$ cat config.mk
export PLATFORM = sky130hd
export DESIGN_NAME = ascending_sort_buffer
export DESIGN_NICKNAME = d
export VERILOG_FILES = /design/src/rtl/asb_pkg.sv /design/src/rtl/asb_cell.sv /design/src/rtl/asb_ctrl.sv /design/src/rtl/ascending_sort_buffer.sv
export SDC_FILE = /design/constraint.sdc
export NUM_CORES = 2
export LEC_CHECK = 0
export ABC_AREA = 0
export BUFFER_PORTS_ARGS = -buffer_cell sky130_fd_sc_hd__buf_2
export CAP_MARGIN = 0
export CELL_PAD_IN_SITES_DETAIL_PLACEMENT = 2
export CELL_PAD_IN_SITES_GLOBAL_PLACEMENT = 2
export CORE_MARGIN = 4
export CORE_UTILIZATION = 40
export CTS_CLUSTER_DIAMETER = 50
export DETAILED_ROUTE_END_ITERATION = 10
export HOLD_SLACK_MARGIN = 0.12
export MAX_ROUTING_LAYER = met4
export PLACE_DENSITY_LB_ADDON = 0.1
export SLEW_MARGIN = 20
export SYNTH_ARGS = -nofsm -noshare
export SYNTH_HDL_FRONTEND = slang
export SYNTH_HIERARCHICAL = 1
export SYNTH_SLANG_ARGS = --single-unit
$ cat constraint.sdc
create_clock -name clk -period 4.3 [get_ports clk]
set_clock_uncertainty 0.2 [all_clocks]
set_input_delay 0.86 -clock clk [delete_from_list [all_inputs] [get_ports clk]]
set_output_delay 0.86 -clock clk [all_outputs]
set_load 0.03 [all_outputs]
$ cat src/rtl/asb_pkg.sv
// shared constants and control types for the ascending sort buffer
package asb_pkg;

	localparam int DEPTH_DEF      = 64;
	localparam int VALUE_BITS_DEF = 16;

	// controller commands to the cell chain
	typedef struct packed {
		logic load;   // an item enters cell 0 this cycle
		logic shift;  // the chain moves one place toward cell 0
	} chain_ctrl_t;

endpackage

$ cat src/rtl/asb_cell.sv
// one insertion cell: keeps the smaller value, hands the larger one on
module asb_cell #(
	parameter int VALUE_BITS = asb_pkg::VALUE_BITS_DEF
) (
	input  logic                         clk,
	input  logic                         arst_n,
	input  logic                         shift,
	input  logic                         in_vld,
	input  logic signed [VALUE_BITS-1:0] in_val,
	output logic                         pass_vld,
	output logic signed [VALUE_BITS-1:0] pass_val,
	output logic                         held_vld,
	output logic signed [VALUE_BITS-1:0] held_val,
	input  logic                         next_vld,
	input  logic signed [VALUE_BITS-1:0] next_val
);

	logic                         held_vld_q;
	logic signed [VALUE_BITS-1:0] held_val_q;
	logic                         pass_vld_q;
	logic signed [VALUE_BITS-1:0] pass_val_q;
	logic                         take_new;

	// incoming item goes into the cell when empty or smaller than the held one
	assign take_new = !held_vld_q || (in_val < held_val_q);

	// valid bits
	always_ff @(posedge clk or negedge arst_n) begin
		if (!arst_n) begin
			held_vld_q <= 1'b0;
			pass_vld_q <= 1'b0;
		end else if (shift) begin
			held_vld_q <= next_vld;
			pass_vld_q <= 1'b0;
		end else begin
			if (in_vld) begin
				held_vld_q <= 1'b1;
			end
			pass_vld_q <= in_vld && held_vld_q;
		end
	end

	// payload
	always_ff @(posedge clk) begin
		if (shift) begin
			held_val_q <= next_val;
		end else if (in_vld) begin
			if (take_new) begin
				held_val_q <= in_val;
				pass_val_q <= held_val_q;
			end else begin
				pass_val_q <= in_val;
			end
		end
	end

	assign pass_vld = pass_vld_q;
	assign pass_val = pass_val_q;
	assign held_vld = held_vld_q;
	assign held_val = held_val_q;

endmodule

$ cat src/rtl/asb_ctrl.sv
// sequencer for load, settle and unload of the cell chain
module asb_ctrl #(
	parameter int DEPTH = asb_pkg::DEPTH_DEF
) (
	input  logic                clk,
	input  logic                arst_n,
	input  logic                in_valid,
	input  logic                in_last,
	output logic                in_ready,
	output logic                out_valid,
	input  logic                out_ready,
	output logic                out_last,
	output logic                out_overflow,
	input  logic                head_vld,
	output asb_pkg::chain_ctrl_t chain_ctrl
);

	localparam int CW = $clog2(DEPTH + 1);

	typedef enum logic [2:0] {
		ST_LOAD   = 3'b001,
		ST_DRAIN  = 3'b010,
		ST_UNLOAD = 3'b100
	} state_t;

	state_t        state_q;
	logic [CW-1:0] cnt_q;
	logic [CW-1:0] wait_q;
	logic          dropped_q;
	logic          in_acc;
	logic          out_acc;
	logic          room;

	assign in_ready  = (state_q == ST_LOAD);
	assign out_valid = (state_q == ST_UNLOAD);
	assign in_acc    = in_valid && in_ready;
	assign out_acc   = out_valid && out_ready;
	assign room      = (cnt_q != CW'(DEPTH));

	assign out_last     = (cnt_q == CW'(1));
	assign out_overflow = dropped_q;

	assign chain_ctrl.load  = in_acc && room;
	assign chain_ctrl.shift = out_acc;

	// state, element count and drop flag
	always_ff @(posedge clk or negedge arst_n) begin
		if (!arst_n) begin
			state_q   <= ST_LOAD;
			cnt_q     <= '0;
			wait_q    <= '0;
			dropped_q <= 1'b0;
		end else begin
			unique case (state_q)
				ST_LOAD: begin
					if (in_acc) begin
						if (room) begin
							cnt_q <= cnt_q + CW'(1);
						end else begin
							dropped_q <= 1'b1;
						end
						if (in_last) begin
							state_q <= ST_DRAIN;
							wait_q  <= CW'(DEPTH - 1);
						end
					end
				end
				ST_DRAIN: begin
					// let items in flight reach their cells
					if (wait_q == '0) begin
						state_q <= ST_UNLOAD;
					end else begin
						wait_q <= wait_q - CW'(1);
					end
				end
				ST_UNLOAD: begin
					if (out_acc) begin
						cnt_q <= cnt_q - CW'(1);
						if (out_last) begin
							state_q   <= ST_LOAD;
							dropped_q <= 1'b0;
						end
					end
				end
				default: begin
					state_q <= ST_LOAD;
				end
			endcase
		end
	end

	// checks
	a_out_has_data: assert property (@(posedge clk) disable iff (!arst_n)
		out_valid |-> (cnt_q != '0) && head_vld)
		else $error("result offered with empty chain");

	a_no_overlap: assert property (@(posedge clk) disable iff (!arst_n)
		!(in_ready && out_valid))
		else $error("load and unload at once");

	a_last_to_drain: assert property (@(posedge clk) disable iff (!arst_n)
		in_acc && in_last |=> (state_q == ST_DRAIN))
		else $error("last item did not start settling");

	a_end_of_set: assert property (@(posedge clk) disable iff (!arst_n)
		out_acc && out_last |=> in_ready && (cnt_q == '0) && !dropped_q)
		else $error("set not closed after final result");

endmodule

$ cat src/rtl/ascending_sort_buffer.sv
// ascending sort buffer: systolic insertion chain with load/unload control
// Load: one item accepted per cycle; each value then moves up the chain to its cell.
// After the last item, the chain settles in the drain state, then one sorted result per
// cycle while out_ready is high. The next set loads after the final result is taken.
// Throughput set by one cell step per cycle.
// Reset (arst_n low) empties every cell and clears count and overflow flag.
module ascending_sort_buffer #(
	parameter int DEPTH      = asb_pkg::DEPTH_DEF,
	parameter int VALUE_BITS = asb_pkg::VALUE_BITS_DEF
) (
	input  logic                         clk,
	input  logic                         arst_n,
	input  logic                         in_valid,
	output logic                         in_ready,
	input  logic signed [VALUE_BITS-1:0] value_in,
	input  logic                         last_in,
	output logic                         out_valid,
	input  logic                         out_ready,
	output logic signed [VALUE_BITS-1:0] value_out,
	output logic                         last_out,
	output logic                         overflow
);

	asb_pkg::chain_ctrl_t chain_ctrl;

	logic                         in_vld   [DEPTH];
	logic signed [VALUE_BITS-1:0] in_val   [DEPTH];
	logic                         pass_vld [DEPTH];
	logic signed [VALUE_BITS-1:0] pass_val [DEPTH];
	logic                         held_vld [DEPTH];
	logic signed [VALUE_BITS-1:0] held_val [DEPTH];
	logic                         next_vld [DEPTH];
	logic signed [VALUE_BITS-1:0] next_val [DEPTH];

	// sequencer
	asb_ctrl #(
		.DEPTH(DEPTH)
	) u_ctrl (
		.clk          (clk),
		.arst_n       (arst_n),
		.in_valid     (in_valid),
		.in_last      (last_in),
		.in_ready     (in_ready),
		.out_valid    (out_valid),
		.out_ready    (out_ready),
		.out_last     (last_out),
		.out_overflow (overflow),
		.head_vld     (held_vld[0]),
		.chain_ctrl   (chain_ctrl)
	);

	// chain wiring: items flow up, unload moves down toward cell 0
	for (genvar i = 0; i < DEPTH; i++) begin : g_cell
		if (i == 0) begin : g_head
			assign in_vld[i] = chain_ctrl.load;
			assign in_val[i] = value_in;
		end else begin : g_body
			assign in_vld[i] = pass_vld[i-1];
			assign in_val[i] = pass_val[i-1];
		end
		if (i == DEPTH - 1) begin : g_tail
			assign next_vld[i] = 1'b0;
			assign next_val[i] = '0;
		end else begin : g_inner
			assign next_vld[i] = held_vld[i+1];
			assign next_val[i] = held_val[i+1];
		end

		asb_cell #(
			.VALUE_BITS(VALUE_BITS)
		) u_cell (
			.clk      (clk),
			.arst_n   (arst_n),
			.shift    (chain_ctrl.shift),
			.in_vld   (in_vld[i]),
			.in_val   (in_val[i]),
			.pass_vld (pass_vld[i]),
			.pass_val (pass_val[i]),
			.held_vld (held_vld[i]),
			.held_val (held_val[i]),
			.next_vld (next_vld[i]),
			.next_val (next_val[i])
		);
	end

	// smallest value sits in cell 0
	assign value_out = held_val[0];

endmodule

# Word level (Yosys, flattened, before mapping)
# Index checks and enable logic that the tools add are counted.
# word_totals
register_bits	2177
latchBits	0
ram_bits	0
mem_bits_ro	0
input_bits	21
output_inout_bits	20
wordCells	1256
memories	0
# op_classes
addsub	3
mul	0
div	0
magnitude_cmp	64
n_eq_ne	13
n_shift	0
n_mux	462
n_bitwise	1
reduce_logical	455
# ops
cell	count
$mux W16	252
$lt A16 B16 Y1	64
$reduce_bool A2 Y1	129
$reduce_and A2 Y1	127
$mux W1	195
$logic_and A1 B1 Y1	66
$logic_not A1 Y1	64
$logic_or A1 B1 Y1	64
$mux W7	6
$pmux W7 S2	2
$mux W3	5
$sub A7 B1 Y7 const B	2
$ne A2 B2 Y1 const B	6
$reduce_and A5 Y1	2
$pmux W3 S3	1
$reduce_and A4 Y1	2
$add A7 B1 Y7 const B	1
$eq A7 B1 Y1 const B	1
$logic_not A7 Y1	1
$ne A7 B7 Y1 const B	1
$ne A2 B1 Y1 const B	2
$eq A3 B1 Y1 const B	1
$eq A3 B2 Y1 const B	1
$eq A3 B3 Y1 const B	1
2 further kinds	2

# Longest topological paths before layout
# depth
word_depth	5
depth_mapped	9
mapped_depth_nobuf	8

# Cells and area by module
# The synthesis kept the hierarchy.
# by_module_without_submodules
mod	instances	cells_each	area_per_inst_um2	seq_area_each_um2
asb_cell at g_cell[0].u_cell ...	55	132	1933.1	1011.0
asb_cell at g_cell[5].u_cell ...	9	130	1875.5	1011.0
asb_ctrl	1	112	1111.1	451.7
ascending_sort_buffer	1	1	3.8	0.0

# Worst setup path after synthesis
# OpenSTA, ideal clock, no wires.
# synth_path
path_type	input to register
start	in value_in[15]
end	reg g_cell[0].u_cell.held_val_q[0] (enable)
setup_time_ns	0.392
t_arrival_ns	3.246
required_ns	3.708
path_slack_ns	0.461
path_stages	8
n_path_buf	1
cell_sequence	ha_1 -> nand4_1 -> or3_4 -> a2111oi_4 -> nor3_4 -> mux2i_4 -> buf_12 -> o21bai_1
# synth_between
elab_chain_len	4
# synth_lines
element	line_no	source
start: declaration	ascending_sort_buffer.sv:15	input logic signed [VALUE_BITS-1:0] value_in,
$lt A16 B16 Y1	asb_cell.sv:25	assign take_new = !held_vld_q || (in_val < held_val_q);
$logic_or A1 B1 Y1	asb_cell.sv:25	
$reduce_bool A2 Y1 (no line)	n/a	
$reduce_and A2 Y1 (no line)	n/a	
end signal: assignment	asb_cell.sv:46	held_val_q <= next_val;
end signal: assignment	asb_cell.sv:49	held_val_q <= in_val;
end: declaration	asb_cell.sv:19	logic signed [VALUE_BITS-1:0] held_val_q;
# No other way between the ends.
# A chain may end at the register's enable or synchronous reset.

# Final worst setup path
# layout_path
start	reg g_cell[22].u_cell.pass_val_q[15]
end	reg g_cell[23].u_cell.held_val_q[8] (enable)
# layout_between
elab_chain_len	4
# layout_lines
element	line_no	source
start: declaration	asb_cell.sv:21	logic signed [VALUE_BITS-1:0] pass_val_q;
start signal: assignment	asb_cell.sv:50	pass_val_q <= held_val_q;
start signal: assignment	asb_cell.sv:52	pass_val_q <= in_val;
$lt A16 B16 Y1	asb_cell.sv:25	
$logic_or A1 B1 Y1	asb_cell.sv:25	
$reduce_bool A2 Y1 (no line)	n/a	
$reduce_and A2 Y1 (no line)	n/a	
end signal: assignment	asb_cell.sv:46	
end signal: assignment	asb_cell.sv:49	
end: declaration	asb_cell.sv:19	
# No other way between the ends.

==> metrics.md <==
| Metric | Value |
|---|---|
| Outcome | `complete, no violations` |
| Cell Rows | `203` |
| Chip height | `563.8 um` |
| VDD IR max | `0.0003094 V` |
| Max-cap violations | `0` |
| Critical-path top delay cell | `o21bai_1` |
| Power per Cell Area | `500.0 nW/um2` |
| Worst Hold Class | `primary input to flip-flop` |
| Leakage | `54.42 nW` |
| Final Instance Area | `141100 um2` |
| Via/cell ratio | `5.266` |
| Unrepaired setup endpoints after global routing | `false` |
| Yosys warns | `6` |
| Final worst path period need | `3.762 ns` |
| Most common cell after layout, fill and taps aside | `edfxtp_1` |
| Period utilization | `87.50%` |
| Final Hold Vio Count | `0` |
| Global route overflow | `0` |
| Cells after synthesis | `8508` |
| # resized after CTS | `0` |
| Kind of critical path | `flip-flop to flip-flop` |
| WHS | `0.2790 ns` |
| Slowest stage delay, CP | `0.85 ns` |
| CTS tree | `done` |
| First-pass GRT wire length | `484400 um` |
| TritonRoute pass-1 iters | `5` |
| Clk Latency, worst-skew pair | `0.91 ns` |
| Layout Area Growth over Synthesis | `14.14%` |
| DIE AREA | `317900 um2` |
| Total Wirelength | `305100 um` |
| # IOs | `41` |
| Share of cells above drive strength 1 | `34.37%` |
| Mapped Area | `123600 um2` |
| Crit-path max FO | `17` |
| Clock-pin slew on the worst setup and hold paths | `0.06 ns` |
| Die Wd | `563.8 um` |
| Worst-Margin Slew | `1.004 ns` |
| Post-detailed-route DRC marker count | `0` |
| Utilization after layout | `45.98%` |
| Vias in the first global route | `81140` |
| Global Route Usage Sum | `19.61%` |
| 1st-iter DRT viols | `3019` |
| Clock Tree Root | `clkbuf_16` |
| Nets | `9959` |
| Avg Synthesized Cell Area | `14.53 um2` |
| Initial Utilization | `40.28%` |
| Slew Limit Fails | `0` |
| Dpl cell area | `129300 um2` |
| Routability cong. | `0.7840` |
| Clock Sinks | `2177` |
| Sum of negative setup slack | `0 ns` |
| Design Power | `70.53 mW` |
| Avg WL per Cell | `22.83 um` |
| Critical Path AT | `4.16 ns` |
| Most frequent cells in the layout | `edfxtp_1, mux2_2, inv_1` |
| Setup violators final | `0` |
| Port Buffers | `40` |
| CTS Buffer Depth | `4` |
| Critical Path Start Type | `flip-flop` |
| Initial antenna violation count | `3` |
| Vias | `70370` |
| Total CTS buffers | `340` |
| Core area | `306800 um2` |
| Largest net degree at the start of global routing | `72` |
| Fmax | `265.8 MHz` |
| Post-DP HPWL | `224400 um` |
| H-tree level count | `5` |
| Worst slew margin | `33.03%` |
| Critical Path RT | `4.70 ns` |
| Routed Antenna Nets | `0` |
| Register-to-Register Setup Slack | `0.54 ns` |
| Setup crit end kind | `flip-flop` |
| Crit path cell chain | `ha_1, nand4_1, or3_4, a2111oi_4, nor3_4, mux2i_4, o21bai_1, buf_4` |
-- where the power goes --
| group | switching (mW) | internal [mW] |
|---|---|---|
| Combinational | 6.76 | 7.19 |
| Sequential | 2.05 | 26.3 |
| Clock | 10.8 | 17.4 |
-- metal layers --
metal,track usage [%],up-vias,routed length [um]
met5,-,-,0
met4,5.044,0,7441
met2,34.30,757,156000
met1,24.19,36460,134100
li1,-,32650,-
met3,2.111,509,7527
-- through the flow --
step	worst slack, ns	instances
global route	0.2804	13360
floorplan	0.4614	8524
global placement	0.5953	12710
detailed placement	0.4774	12710
finish	0.5377	13360
CTS	0.4697	13360
-- layout make-up --
cell class / count / area (um2)
multi-input cells: 5048 / 53080
inverters: 1103 / 4140
clock inverters: 232 / 2603
repair buffers: 302 / 2510
fillers: 29220 / 165800
flip-flops and latches: 2177 / 64650
well taps: 4100 / 5130
diodes: 3 / 7.507
clock buffers: 398 / 8944
-- sequential cells by signal (all words and copies together) (netlist names) --
register	cells
g_cell.u_cell/held_val	1024
g_cell.u_cell/held_vld	64
g_cell.u_cell/pass_val	1008
g_cell.u_cell/pass_vld	63
u_ctrl/cnt_q	7
u_ctrl/out_overflow	1
u_ctrl/state_q	3
u_ctrl/wait_q	7
-- critical path, delay by kind of cell, from the launching register on --
family,cells,cell delay (ns)
AOI/OAI and AO/OA,2,1.10
adders and majority gates,1,0.34
buffers and inverters,1,0.32
DFF,1,0.42
muxes,1,0.36
and+or+nand+nor,3,0.72
-- worst paths after layout --
kind                                                start                             to  depth (start not counted)
max in group asynchronous                          arst_n     g_cell[36].u_cell/held_vld                          3
min in group asynchronous                          arst_n      g_cell[0].u_cell/pass_vld                          2
setup reg to reg           g_cell[22].u_cell/pass_val[15]  g_cell[23].u_cell/held_val[8]                          8
hold reg to reg                          u_ctrl/wait_q[0]               u_ctrl/wait_q[0]                          1
hold / removal                                  out_ready              u_ctrl/state_q[0]                          5
setup / recovery           g_cell[22].u_cell/pass_val[15]  g_cell[23].u_cell/held_val[8]                          8
-- timing repair --
action,CTS,global route
hold buffers,18,0
setup buffers,0,0
hold endpoints to repair,81,0
(Power assumes the default switching activity.)
